[src/rtl/integer_set_table_assert.svh]
// ----------------------------------------------------------------------------
// integer_set_table assertion macros
// Concurrent assertion helpers for the set table; compiled out with
// NO_ASSERTIONS.
// ----------------------------------------------------------------------------
`ifndef INTEGER_SET_TABLE_ASSERT_SVH
`define INTEGER_SET_TABLE_ASSERT_SVH

`ifndef NO_ASSERTIONS

// Same-cycle implication, disabled during reset
`define IST_ASSERT_IMPL(label, clk, rst_n, ante, cons) \
	label: assert property (@(posedge clk) disable iff (!rst_n) (ante) |-> (cons)) \
		else $error("integer_set_table: check failed");

// Next-cycle implication, disabled during reset
`define IST_ASSERT_NEXT(label, clk, rst_n, ante, cons) \
	label: assert property (@(posedge clk) disable iff (!rst_n) (ante) |=> (cons)) \
		else $error("integer_set_table: check failed");

`else

`define IST_ASSERT_IMPL(label, clk, rst_n, ante, cons)
`define IST_ASSERT_NEXT(label, clk, rst_n, ante, cons)

`endif

`endif

[src/rtl/ist_pkg.sv]
// ----------------------------------------------------------------------------
// ist_pkg
// Shared types and constants of the integer set table.
// ----------------------------------------------------------------------------
package ist_pkg;

	// Element word
	localparam int ELEM_W = 32;
	typedef logic signed [ELEM_W-1:0] elem_t;

	// Extremes reported for an empty set
	localparam elem_t TOP_VALUE    = 32'sh7FFF_FFFF;
	localparam elem_t BOTTOM_VALUE = 32'sh8000_0000;

	// Width of the reported element count
	localparam int COUNT_W = 5;

	// Operation codes
	typedef enum logic [1:0] {
		MODE_INSERT = 2'd0,
		MODE_REMOVE = 2'd1,
		MODE_QUERY  = 2'd2,
		MODE_CLEAR  = 2'd3
	} mode_t;

	// Sequencer states
	typedef enum logic [1:0] {
		ST_IDLE   = 2'd0,
		ST_SCAN   = 2'd1,
		ST_SHIFT  = 2'd2,
		ST_MINMAX = 2'd3
	} state_t;

endpackage

[src/rtl/ist_ram.sv]
// ----------------------------------------------------------------------------
// ist_ram
// Element store: one write port, one read port, registered read data.
// ----------------------------------------------------------------------------
module ist_ram #(
	parameter int DEPTH = 16,
	parameter int AW    = 4
) (
	input  logic          clk,
	input  logic          wr_en,
	input  logic [AW-1:0] wr_addr,
	input  ist_pkg::elem_t wr_data,
	input  logic [AW-1:0] rd_addr,
	output ist_pkg::elem_t rd_data
);

	ist_pkg::elem_t mem [DEPTH];

	// Write port
	always_ff @(posedge clk) begin
		if (wr_en) begin
			mem[wr_addr] <= wr_data;
		end
	end

	// Read port; read data is registered
	always_ff @(posedge clk) begin
		rd_data <= mem[rd_addr];
	end

endmodule

[src/rtl/integer_set_table.sv]
// Operation: the single store read port is walked once to search, once to compact on a
//   remove, once for min/max; a transaction is accepted only while the table is idle.
// Flow: the next transaction is taken while a result waits, and a result not yet taken
//   stalls the end of the next min/max pass.
// Reset: arst_n empties the set at once; the store itself is not cleared.
// ----------------------------------------------------------------------------
// integer_set_table
// Set of distinct signed 32-bit values kept in an unordered compact store.
// ----------------------------------------------------------------------------
module integer_set_table #(
	parameter int CAPACITY = 16
) (
	input  logic                            clk,
	input  logic                            arst_n,
	input  logic                            in_valid,
	output logic                            in_ready,
	input  logic [1:0]                      mode,
	input  logic signed [31:0]              value,
	output logic                            out_valid,
	input  logic                            out_ready,
	output logic                            found,
	output logic                            ok,
	output logic [ist_pkg::COUNT_W-1:0]     count,
	output logic signed [31:0]              min_value,
	output logic signed [31:0]              max_value
);

	`include "integer_set_table_assert.svh"

	localparam int AW = (CAPACITY > 1) ? $clog2(CAPACITY) : 1;
	localparam int CW = $clog2(CAPACITY + 1);
	localparam logic [CW-1:0] CAP_C = CW'(CAPACITY);

	ist_pkg::state_t state_q, state_d;
	ist_pkg::mode_t  mode_q;
	ist_pkg::elem_t  value_q, lo_q, hi_q;
	ist_pkg::elem_t  rd_data_s1, wr_data;

	logic [CW-1:0] cnt_q, idx_q;
	logic [AW-1:0] pos_q, rd_idx_s1, wr_addr;
	logic          rd_vld_s1, found_q, ok_q, out_valid_q;
	logic          rd_issue, wr_en, hit, pass_end, scan_end, shift_end, load_out;
	logic          in_fire;

	logic                        res_found_q, res_ok_q;
	logic [ist_pkg::COUNT_W-1:0] res_count_q;
	ist_pkg::elem_t              res_min_q, res_max_q;
	logic [CW+ist_pkg::COUNT_W-1:0] cnt_ext;

	assign in_ready = (state_q == ist_pkg::ST_IDLE);
	assign in_fire  = in_valid && in_ready;
	assign cnt_ext  = {{ist_pkg::COUNT_W{1'b0}}, cnt_q};

	// Element store
	ist_ram #(
		.DEPTH(CAPACITY),
		.AW   (AW)
	) u_ram (
		.clk    (clk),
		.wr_en  (wr_en),
		.wr_addr(wr_addr),
		.wr_data(wr_data),
		.rd_addr(idx_q[AW-1:0]),
		.rd_data(rd_data_s1)
	);

	// Next state and store controls
	always_comb begin
		state_d   = state_q;
		rd_issue  = 1'b0;
		wr_en     = 1'b0;
		wr_addr   = rd_idx_s1 - AW'(1);
		wr_data   = rd_data_s1;
		scan_end  = 1'b0;
		shift_end = 1'b0;
		load_out  = 1'b0;
		pass_end  = !rd_vld_s1 && (idx_q >= cnt_q);
		hit       = (state_q == ist_pkg::ST_SCAN) && rd_vld_s1 && !found_q &&
			(rd_data_s1 == value_q);
		unique case (state_q)
			ist_pkg::ST_IDLE: begin
				if (in_valid) begin
					state_d = ist_pkg::ST_SCAN;
				end
			end
			ist_pkg::ST_SCAN: begin
				rd_issue = !found_q && !hit && (idx_q < cnt_q);
				if (!rd_vld_s1 && (found_q || (idx_q >= cnt_q))) begin
					scan_end = 1'b1;
					state_d  = ist_pkg::ST_MINMAX;
					if (mode_q == ist_pkg::MODE_INSERT && !found_q && cnt_q < CAP_C) begin
						wr_en   = 1'b1;
						wr_addr = cnt_q[AW-1:0];
						wr_data = value_q;
					end
					if (mode_q == ist_pkg::MODE_REMOVE && found_q) begin
						state_d = ist_pkg::ST_SHIFT;
					end
				end
			end
			ist_pkg::ST_SHIFT: begin
				rd_issue = (idx_q < cnt_q);
				wr_en    = rd_vld_s1;
				if (pass_end) begin
					shift_end = 1'b1;
					state_d   = ist_pkg::ST_MINMAX;
				end
			end
			ist_pkg::ST_MINMAX: begin
				rd_issue = (idx_q < cnt_q);
				if (pass_end && (!out_valid_q || out_ready)) begin
					load_out = 1'b1;
					state_d  = ist_pkg::ST_IDLE;
				end
			end
			default: begin
				state_d = ist_pkg::ST_IDLE;
			end
		endcase
	end

	// Control state
	always_ff @(posedge clk or negedge arst_n) begin
		if (!arst_n) begin
			state_q     <= ist_pkg::ST_IDLE;
			cnt_q       <= '0;
			idx_q       <= '0;
			rd_vld_s1   <= 1'b0;
			found_q     <= 1'b0;
			ok_q        <= 1'b1;
			out_valid_q <= 1'b0;
		end else begin
			state_q   <= state_d;
			rd_vld_s1 <= rd_issue;

			// Advance the walk pointer
			if (rd_issue) begin
				idx_q <= idx_q + CW'(1);
			end

			// Start a new transaction
			if (in_fire) begin
				idx_q   <= '0;
				found_q <= 1'b0;
				ok_q    <= 1'b1;
			end

			// Record the first match
			if (hit) begin
				found_q <= 1'b1;
			end

			// Apply the operation at the end of the search
			if (scan_end) begin
				idx_q <= (mode_q == ist_pkg::MODE_REMOVE && found_q) ?
					CW'(pos_q) + CW'(1) : '0;
				unique case (mode_q)
					ist_pkg::MODE_INSERT: begin
						if (!found_q) begin
							if (cnt_q < CAP_C) begin
								cnt_q <= cnt_q + CW'(1);
							end else begin
								ok_q <= 1'b0;
							end
						end
					end
					ist_pkg::MODE_CLEAR: begin
						cnt_q <= '0;
					end
					default: begin
					end
				endcase
			end

			// Drop the removed entry once the tail is moved down
			if (shift_end) begin
				idx_q <= '0;
				cnt_q <= cnt_q - CW'(1);
			end

			// Hold the result until taken
			if (load_out) begin
				out_valid_q <= 1'b1;
			end else if (out_ready) begin
				out_valid_q <= 1'b0;
			end
		end
	end

	// Payload registers
	always_ff @(posedge clk) begin
		rd_idx_s1 <= idx_q[AW-1:0];
		if (in_fire) begin
			mode_q  <= ist_pkg::mode_t'(mode);
			value_q <= value;
		end
		if (hit) begin
			pos_q <= rd_idx_s1;
		end
		// Reset extremes on entry to the min/max pass
		if (scan_end || shift_end) begin
			lo_q <= ist_pkg::TOP_VALUE;
			hi_q <= ist_pkg::BOTTOM_VALUE;
		end else if (state_q == ist_pkg::ST_MINMAX && rd_vld_s1) begin
			if (rd_data_s1 < lo_q) begin
				lo_q <= rd_data_s1;
			end
			if (rd_data_s1 > hi_q) begin
				hi_q <= rd_data_s1;
			end
		end
		if (load_out) begin
			res_found_q <= found_q;
			res_ok_q    <= ok_q;
			res_count_q <= cnt_ext[ist_pkg::COUNT_W-1:0];
			res_min_q   <= lo_q;
			res_max_q   <= hi_q;
		end
	end

	assign out_valid = out_valid_q;
	assign found     = res_found_q;
	assign ok        = res_ok_q;
	assign count     = res_count_q;
	assign min_value = res_min_q;
	assign max_value = res_max_q;

	// Checks
	`IST_ASSERT_IMPL(a_cnt_bound, clk, arst_n, 1'b1, cnt_q <= CAP_C)
	`IST_ASSERT_NEXT(a_accept_scan, clk, arst_n, in_fire, state_q == ist_pkg::ST_SCAN)
	`IST_ASSERT_IMPL(a_read_busy, clk, arst_n, rd_vld_s1, state_q != ist_pkg::ST_IDLE)
	`IST_ASSERT_IMPL(a_write_bound, clk, arst_n, wr_en && state_q == ist_pkg::ST_SHIFT, CW'(wr_addr) < cnt_q)

endmodule

[config.mk]
export PLATFORM = sky130hd
export DESIGN_NAME = integer_set_table
export DESIGN_NICKNAME = d
export VERILOG_FILES = /design/src/rtl/ist_pkg.sv /design/src/rtl/ist_ram.sv /design/src/rtl/integer_set_table.sv
export VERILOG_INCLUDE_DIRS = /design/src /design/src/rtl
export SDC_FILE = /design/constraint.sdc
export NUM_CORES = 1
export LEC_CHECK = 0
export BUFFER_PORTS_ARGS = -buffer_cell sky130_fd_sc_hd__buf_2
export CAP_MARGIN = 20
export CORE_MARGIN = 5
export CORE_UTILIZATION = 45
export CTS_BUF_LIST = sky130_fd_sc_hd__clkbuf_2 sky130_fd_sc_hd__clkbuf_4 sky130_fd_sc_hd__clkbuf_8
export DETAILED_ROUTE_END_ITERATION = 12
export PLACE_DENSITY = 0.73
export SLEW_MARGIN = 30
export SYNTH_ARGS = -nofsm -noshare
export SYNTH_HDL_FRONTEND = slang
export SYNTH_HIERARCHICAL = 1
export SYNTH_SLANG_ARGS = --single-unit
export TNS_END_PERCENT = 30
[constraint.sdc]
create_clock -name clk -period 10.9 [get_ports clk]
set_input_delay 1.635 -clock clk [delete_from_list [all_inputs] [get_ports clk]]
set_output_delay 1.635 -clock clk [all_outputs]
set_load 0.01 [all_outputs]
* Word level (Yosys, flattened, before mapping)
Memory sizes are Yosys's and may differ from the RTL's. A register that Yosys moved wholly into a read port is not among the register bits. Cells that the tools add are included. W data, S select, Z words.
Storage, ports and cells: flip-flop bits (word level) 193, bits in writable memories 512, bits of input ports 38, word-level logic and storage cells 116, memories kept 1
Cells by class: $add $sub $neg 5, magnitude comparators 5, eq/ne operators 12, multiplexer cells 43, reductions and logical operators 32
Memory list:
- u_ram.mem | depth 16, bits a word 32, rd ports 1, clocked after Yosys merged registers in 1, wr ports 1, line ist_ram.sv:17 | ist_pkg::elem_t mem [DEPTH];
Operators by type and width (number):
- $mux W32 | 3
- $mux W5 | 9
- $eq A32 B32 Y1 | 1
- $gt A32 B32 Y1 | 1
- $lt A32 B32 Y1 | 1
- $mux W1 | 20
- $logic_and A1 B1 Y1 | 13
- $mux W4 | 3
- $add A5 B1 Y5 const B | 2
- $pmux W5 S2 | 1
- $mux W2 | 4
- $pmux W2 S4 | 1
- $reduce_and A4 Y1 | 2
- $eq A2 B2 Y1 const B | 3
- $ne A2 B2 Y1 const B | 3
- $reduce_bool A2 Y1 | 3
- $add A4 B1 Y5 const B | 1
- $ge A5 B5 Y1 | 1
- $lt A5 B5 Y1 | 1
- $lt A5 B5 Y1 const B | 1
- $sub A5 B1 Y5 const B | 1
- $eq A2 B1 Y1 const B | 2
- $logic_not A1 Y1 | 4
- $logic_not A2 Y1 | 2
- other kinds (10) | 14

* Logic depth before layout (Yosys ltp)
Gate-level depths: netlist of run 1.
word-level depth 12, mapped depth 13, depth with buffers taken out 11

* By module
Netlist of run 1, hierarchy kept.
By module, submodules not included:
- ist_ram | instances 1, cells an instance 838, area each 19835.3 um2, sequential area each 16015.4 um2
- integer_set_table | instances 1, cells an instance 896, area each 9537.9 um2, sequential area each 5036.1 um2

* Least setup slack after synthesis of run 1
Ideal clock, no wire load.
path type reg-to-reg, from register cnt_q[1], to memory u_ram/mem[0][0] in the netlist's numbering (enable), library setup time 461 ps, data arrival time 4865 ps, required time 10439 ps, setup slack 5574 ps, cell stages (with the launch flop) 13, path buffers 2, clock period less this slack 5326 ps, path through dfrtp_1 -> inv_1 -> ha_1 -> nor2b_1 -> o21ai_2 -> a21o_1 -> a21oi_1 -> and4_1 -> buf_2 -> clkbuf_1 -> a21oi_1 -> or3b_2 -> nor3_1
RTL lines:
- start: declaration | line integer_set_table.sv:39 | logic [CW-1:0] cnt_q, idx_q;
- start signal: assignment | line integer_set_table.sv:161 | cnt_q <= cnt_q + CW'(1);
- start signal: assignment | line integer_set_table.sv:178 | cnt_q <= cnt_q - CW'(1);
- $lt A5 B5 Y1 / $ge A5 B5 Y1 (equally long branches) | line integer_set_table.sv:91, integer_set_table.sv:88
- $logic_and A1 B1 Y1 / $logic_or A1 B1 Y1 (equally long branches) | line integer_set_table.sv:91, integer_set_table.sv:88
- $mux W4 / $logic_and A1 B1 Y1 (equally long branches) | line integer_set_table.sv:91, integer_set_table.sv:88
- $mux W4 (*) | line integer_set_table.sv:88 | if (!rd_vld_s1 && (found_q || (idx_q >= cnt_q))) begin
- $mux W4 (*) | line integer_set_table.sv:80 | unique case (state_q)
- via wr_addr[2] | line integer_set_table.sv:40 | logic [AW-1:0] pos_q, rd_idx_s1, wr_addr;
- end: declaration | line ist_ram.sv:17
Mark *: on every way through the listed nets, which the timed path passes. The rest lies on a longest branch.

* Final worst setup path of run 1
from register idx_q[1], to memory u_ram/mem[2][6] in the netlist's numbering (enable)
RTL lines:
- start: declaration | line integer_set_table.sv:39
- start signal: assignment | line integer_set_table.sv:138 | idx_q <= idx_q + CW'(1);
- start signal: assignment | line integer_set_table.sv:155 | idx_q <= (mode_q == ist_pkg::MODE_REMOVE && found_q) ?
- $ge A5 B5 Y1 | line integer_set_table.sv:88
- $logic_or A1 B1 Y1 | line integer_set_table.sv:88
- $logic_and A1 B1 Y1 | line integer_set_table.sv:88
- $mux W4 | line integer_set_table.sv:88
- $mux W4 | line integer_set_table.sv:80
- via wr_addr[1] | line integer_set_table.sv:40
The timed path passes the listed nets, and every way through them passes these cells.

==> impl_results.md, run 1 <==
* Core Region at 0.0646 sq mm
* Nets at 2063
* Final worst-path cycle share at a little under half
* Tmin final at 5.17 ns
* Yosys cell types at 64
* Starting Density at between 40% and 50%
* H-tree depth at 3
* Synth area leader: edfxtp_1
* Area growth, synth to finish at 15.2%
* CTS root buffer: clkbuf_8
* Synth top area share at 63.5%
* HPWL after DPL at 43.9 mm
* Cts-stage hold buffer count at 0
* Max-cap viol count at 0
* Top_reg_cell synth: edfxtp_1
* WS Path Type: flip-flop to flip-flop
* Worst Reg-to-Reg Cells at 11
* Max Root-Sink Buffers at 3
* Dominant cells by area after synthesis: edfxtp_1, mux4_2, dfxtp_1, ha_1, a22oi_1
* Global-route wire length before repair at between 100 and 150 mm
* Resized Gates After CTS at 0
* Worst-skew pair later-pin latency at between 0.7 and 0.8 ns
* Largest net degree at the start of global routing at 74
* FMAX at 0.194 GHz
* RSZ-0062 raised after global routing: no
* Post-synthesis sequential area ratio at between 70% and 80%
* Critical path launch point type: flip-flop
* Number of synthesized flops with an enable pin at between 600 and 700
* Leak at 12.0 nW
* Least-Margin Pin Slew at ~1.1 ns
* Final ANT Viol Nets at 0
* Die height at between 200 and 300 microns
* Max rail drop VDD at 0.195 mV
* Final Hold Fails at 0
* Synth warnings at 6
* Pwr Density at about 280 mW/mm^2
* Mean post-synth cell area at 16.9 sq um
* Iter 0 DRT Violations at 1827
* Vias in the first global route at 16900
* Cells after synthesis at 1734
* Worst Setup Slack, final at 5.73 ns
* Total nets after synthesis at approximately 1800
* Fin. max-slew vios at 0
* Worst endpoint data arrival time at 5.54 ns
* Flops & latches, synth at 737
* Relative slew margins at between 20 and 30%
* Row count at between 90 and 100
* Skew final at 0.0566 ns
* Vias at 16500
* Status: finished, final reports clean
* Pre-CTS setup slack at 5.92 ns
* TritonCTS buffer count at 106
* TritonRoute pass-1 iters at 6
* Final Setup Violations at 0
* Async set-reset flop share out of synthesis at 2.17%
* Total Die Area at around 0.07 sq mm
* Die span in x at 265 microns
* Most common cell in the netlist: edfxtp_1
* Synth top cells by count: edfxtp_1, mux4_2, nand2_1
* CP Capture Type: flip-flop
* GR Util All Layers at 19.4%
* Routed WL at 68.6 mm
* TNS Setup at 0 ns
* Ports at 111
* CP Data Required Time at ~11 ns
* CTS tree: done
* DR DRC count at 0
* Post-CTS Setup Inserts at 0
* Mean number of vias per cell at 5.69
* Worst hold path type: flip-flop to flip-flop
* GRT overflow at 0
* Port bufs at 110
* Hold Path Depth at 0
* Clk pin slew, worst setup/hold paths at 0.06 ns
* Crit Path Max Fanout at 73
* Syn Std Cell Area at between 0.02 and 0.03 sq mm
* Initial antenna violation count at 4
* GPL Wtd Cong at between 0.8 and 0.9
* DR WL/cell at 23.7 microns
* Share of cells above drive strength 1 at 26.0%
* Clk sinks at 737
==> cell families (layout without fill, tap and decap cells) <==
kind of cell    Yosys count  in the layout  synth area share, %
flops                   737            737                 71.7
simple gates            296            296                 4.75
compound gates          230            230                 5.27
buf+inv                 187            491                 2.61
mux                     169            169                 11.3
fa+ha+maj                77             77                 3.28
xor+xnor                 38             38                 1.13
other cells               0              1                    0
==> final timing paths <==
check,from,endpoint,slack (ns)
max in group asynchronous,arst_n,idx_q[0],9.72
min,lo_q[24],min_value[24],0.47
min reg2reg,lo_q[24],min_value[24],0.47
max reg2reg,idx_q[1],u_ram/mem[2][6],5.73
min in group asynchronous,arst_n,cnt_q[3],0.84
max,idx_q[1],u_ram/mem[2][6],5.73
==> critical path, stage by stage, from the launching register on <==
cell      delay (ns)
dfrtp_4         0.77
ha_1            0.35
nor2b_1         0.15
o21ai_2         0.15
a21o_1          0.26
a21oi_1         0.15
and4_2          0.26
buf_4           0.33
o21ai_0         0.94
nand2b_1        0.50
nor2_4          0.70
buf_16          0.25
==> final cells by class <==
| cell class | count | area, sq um |
|---|---|---|
| inverters | 115 | 432 |
| repair buffers | 178 | 1260 |
| well taps | 855 | 1070 |
| fillers | 5004 | 30800 |
| diodes | 1 | 2.50 |
| clock inverters | 53 | 484 |
| flip-flops and latches | 737 | 21100 |
| multi-input cells | 810 | 7700 |
| clock buffers | 145 | 1830 |
==> cells in the final DEF (no fill, tap or decap), types with 4 or more instances in the layout <==
| cell | synthesis | layout |
|---|---|---|
| nand2_1 | 128 | 128 |
| and4_1 | 7 | 6 |
| nor2_1 | 43 | 30 |
| mux2_4 | 4 | 4 |
| clkinv_2 | 0 | 20 |
| edfxtp_1 | 621 | 621 |
| a21o_1 | 9 | 9 |
| buf_4 | 12 | 56 |
| clkbuf_4 | 0 | 27 |
| nand3b_1 | 4 | 4 |
| nand4_1 | 19 | 19 |
| mux4_2 | 128 | 128 |
| nor3_2 | 0 | 4 |
| xor2_1 | 9 | 9 |
| nor4_1 | 7 | 7 |
| mux2i_1 | 36 | 36 |
| a22oi_1 | 95 | 95 |
| nand3_1 | 17 | 17 |
| clkbuf_8 | 0 | 118 |
| clkinv_1 | 0 | 20 |
| o21ai_2 | 2 | 4 |
| nor2_4 | 0 | 12 |
| dfxtp_1 | 100 | 100 |
| buf_16 | 0 | 9 |
| nand2b_1 | 6 | 6 |
| dfrtp_1 | 15 | 13 |
| bufinv_16 | 0 | 9 |
| buf_2 | 15 | 110 |
| xnor2_1 | 29 | 29 |
| ha_1 | 77 | 77 |
| a21oi_1 | 35 | 35 |
| o21ai_0 | 53 | 50 |
| inv_1 | 115 | 114 |
| a22o_1 | 4 | 4 |
| nor3_1 | 44 | 40 |
==> metrics by stage <==
| step | hold WS (ns) | power [mW] | utilization [%] | area, sq um | std cells |
|---|---|---|---|---|---|
| 2_1_floorplan | 0.408 | 5.97 | - | 29400 | 1734 |
| 3_3_place_gp | 0.453 | 6.95 | 48.4 | 31200 | 2685 |
| 3_5_place_dp | 0.455 | 7.07 | 48.8 | 31500 | 2695 |
| 4_1_cts | 0.471 | 9.41 | 52.4 | 33800 | 2893 |
| 5_1_grt | 0.482 | 9.87 | 52.4 | 33800 | 2894 |
| 6_report | 0.466 | 9.38 | 52.4 | 33800 | 2894 |
==> power by group <==
group | switching [mW] | internal (mW)
clock network | 1.03 | 1.30
registers | 0.311 | 3.79
logic | 1.87 | 1.08
total | 3.21 | 6.17
==> flip-flops by register name, indices dropped and copies added (netlist names), 5 cells and up <==
name / flops
cnt_q: 5
min_value: 32
u_ram/mem: 512
value_q: 32
idx_q: 5
count: 5
u_ram/rd_data: 32
max_value: 32
lo_q: 32
hi_q: 32
==> routing by layer <==
layer | GRT usage [%] | part of all wire [%]
met4 | 6.92 | 3.0
met5 | 0 | 0
met1 | 26.6 | 40
met2 | 31.6 | 49
met3 | 3.24 | 8.1
No activity file was read; power rests on OpenSTA's default activity.
==> run 2, diff against run 1 <==
--- a/config.mk
+++ b/config.mk
@@ -6,6 +6,7 @@
 export SDC_FILE = /design/constraint.sdc
 export NUM_CORES = 1
 export LEC_CHECK = 0
+export ABC_AREA = 1
 export BUFFER_PORTS_ARGS = -buffer_cell sky130_fd_sc_hd__buf_2
 export CAP_MARGIN = 20
 export CORE_MARGIN = 5
==> constraint.sdc (replaced) <==
create_clock -name clk -period 5.3 [get_ports clk]
set_input_delay 0.795 -clock clk [delete_from_list [all_inputs] [get_ports clk]]
set_output_delay 0.795 -clock clk [all_outputs]
set_load 0.01 [all_outputs]
==> run 2 against run 1 <==
Effect of this change:
- sequential share of layout area is 5.0 points lower
- highest routed layer unchanged
- hold slack worse by 0.23 ns
- critical endpoint is now u_ram/mem[12][23]
- first-iteration DRC count grew 24%
- clock skew decreased by 0.0044 ns
- total power grew 120%
- routed wire length grew 17%
- non-clock buffer count decreased by 2
- utilization is 1.1 points lower
==> impl_results.md, run 2 <==
* Relative slew margins at about a third
* Syn Std Cell Area at ~0.033 sq mm
* Iter 0 DRT Violations at 2270
* GR met1 Demand/Resource at 27.4%
* Vias at 22800
* Total nets after synthesis at 3378
* Share of cells above drive strength 1 at 12.4%
* Yosys cell types at 41
* TritonRoute pass-1 iters at 6
* Layout filler cell count at 6144
* Flops & latches, synth at around 740
* Synth top area share at 57.1%
* Logic pwr share at between 30% and 40%
* Synth warnings at 6
* Final Setup Violations at 0
* Max rail drop VDD at 0.379 mV
* Final Hold Fails at 0
* Reg2Reg Setup Slack at 0.82 ns
* Nets at 3536
* Port bufs at 110
* FF/Latch Area at approximately 0.021 sq mm
* Max Root-Sink Buffers at 3
* Leak at 16.2 nW
* Mean post-synth cell area at 10.0 sq um
* DR DRC count at 0
* Tmin final at 4.48 ns
* Synth top cells by count: nand2_1, edfxtp_1, inv_1
* Total power at 21.0 mW
* Least-Margin Pin Slew at 0.985 ns
* Largest net degree at the start of global routing at between 100 and 150
* Async set-reset flop share out of synthesis at 2.17%
* Commonest non-fill, non-tap cell in the layout: nand2_1
* Skew final at 0.0523 ns
* CP Data Required Time at ~5.7 ns
* GRT Max-Usage Layer: met2
* Most frequent cells in the layout: nand2_1, edfxtp_1, inv_1
* Post-Layout Cell Count at 4474
* Row count at 98
* Worst endpoint data arrival time at 4.87 ns
* Cell internal pwr at 12.7 mW
* Fin. max-slew vios at 0
* Die height at 279 microns
* Cells after synthesis at 3263
* FMAX at ~0.22 GHz
* Post-synthesis sequential area ratio at 64.5%
* GR Util met2 at between 30% and 40%
* Crit Path Max Fanout at 17
* Clk sinks at 737
* Status: finished, final reports clean
* Critical path launch point type: flip-flop
* Final ANT Viol Nets at 0
* Crit Reg-Reg Startpoint: cnt_q[2]
* Placed cells at 4251
* GPL Wtd Cong at 0.899
* Die span in x at 279 microns
* Worst-skew pair later-pin latency at 0.74 ns
* RSZ-0062 raised after global routing: no
* CTS root buffer: clkbuf_8
* Final worst-path cycle share at a little over four fifths
* Post-route cell area at 0.0368 sq mm
* Clk pin slew, worst setup/hold paths at roughly 0.06 ns
* Mean number of vias per cell at approximately 5.1
* CP Capture Type: flip-flop
* Seq pwr share at 40.8%
* TNS Setup at 0 ns
* Global-route wire length before repair at 124 mm
* Max reg flops at 512
* WS Path Type: flip-flop to flip-flop
* Pwr Density at around 570 mW/mm^2
* Hold Startpoint: value[14]
* Dominant cells by area after synthesis: edfxtp_1, nand2_1, nand3_1, dfxtp_1, inv_1
* Net Switching at 8.22 mW
* Top_reg_cell synth: edfxtp_1
* HPWL after DPL at slightly below 50 mm
* Footprint of the multi-input gates at 0.00884 sq mm
* Ports at 111
* Worst hold path type: primary input to flip-flop
* Area growth, synth to finish at 12.7%
* Most common cell in the netlist: nand2_1
* Total Die Area at 0.0780 sq mm
* CP startpoint: cnt_q[2]
* Initial antenna violation count at 2
* Vias in the first global route at 21800
* Routed WL at 80.4 mm
* TritonCTS buffer count at 117
* GR Util All Layers at 20.2%
* Area after DPL at 0.0342 sq mm
* ANT cells at 0
* Starting Density at a little under half
* Grt met3 use at 3.58%
* Biggest register: u_ram/mem
* Switching share of power at between 30% and 40%
* CTS tree: done
* H-tree depth at 3
* Max-cap viol count at 0
* Clock share of power at between 20 and 25%
* Core Region at just over 0.07 sq mm
* Number of synthesized flops with an enable pin at 621
* Resized Gates After CTS at 0
* Synth area leader: edfxtp_1
* GRT overflow at 0
* DR WL/cell at 18.0 microns
## run 2: cell count changes after synthesis, sizes merged, moves of 28 or more
cell / delta
buf: +70
mux4: -128
nor2: +95
nand3: +430
nand4: +29
nor3: -28
mux2i: -36
nand2: +841
inv: +419
a22oi: -95
## run 2: stage by stage
stage	worst slack, ns	util, %	hold slack, ns
after floorplan	0.703	-	0.408
after global placement	1.01	47.7	0.413
after detailed placement	0.969	47.7	0.416
after CTS	0.916	51.3	0.167
after global routing	0.562	51.3	0.193
final	0.824	51.3	0.232
## run 2: area by class of cell
cell class              count  share of cell area (%)
clock buffers             184                    6.14
clock inverters            38                   0.728
inverters                 535                    5.50
multi-input cells        1854                    24.0
flip-flops and latches    737                    57.3
well taps                 950                    3.23
repair buffers            176                    3.09
## run 2: cell families after synthesis
group | count (synthesis) | synth area share [%]
buffers and inverters | 672 | 8.84
flip-flops | 737 | 64.5
AND/OR/NAND/NOR | 1639 | 21.3
adder cells (fa/ha/maj) | 77 | 2.95
AO/OA/AOI/OAI | 121 | 1.97
XOR/XNOR | 17 | 0.456
## run 2: critical path, cell delays in order (launching register included)
cell and delay [ns]:
dfrtp_1 0.44, inv_1 0.13, ha_1 0.32, nand2_1 0.07
nor2_1 0.19, nand2_1 0.09, o211ai_2 0.10, a21oi_1 0.09
nand2_1 0.07, nand3_1 0.32, nor2_4 0.33, inv_2 0.17
a21oi_1 0.39, nand3_1 0.43, nor2_4 0.70, buf_12 0.28
## run 2: path summary, 6_finish.rpt
| kind | end | depth (start not counted) |
|---|---|---|
| max | u_ram/mem[12][23] | 15 |
| min reg2reg | max_value[23] | 0 |
| max reg2reg | u_ram/mem[12][23] | 15 |
| max in group asynchronous | idx_q[1] | 2 |
| min in group asynchronous | idx_q[4] | 2 |
| min | value_q[14] | 1 |
## run 2: power groups by stage
stage | clock, mW | sequential, mW | combinational (mW)
floorplan | 0 | 8.42 | 5.03
global placement | 0 | 8.64 | 7.10
detailed placement | 0 | 8.65 | 7.22
CTS | 5.15 | 8.54 | 7.27
global route | 5.41 | 8.62 | 8.18
finish | 5.06 | 8.56 | 7.34
## run 2: repair_timing
item,in CTS,in global routing
hold buffers,1,0
endpoints found under the setup margin,0,0
endpoints found under the hold margin,15,0
setup buffers,0,0
## run 2: layer usage
metal / vias up / routed length (microns)
li1: 11000 / -
met1: 10700 / 32900
met2: 1032 / 38100
met3: 153 / 7410
met4: 0 / 1970
met5: - / 0
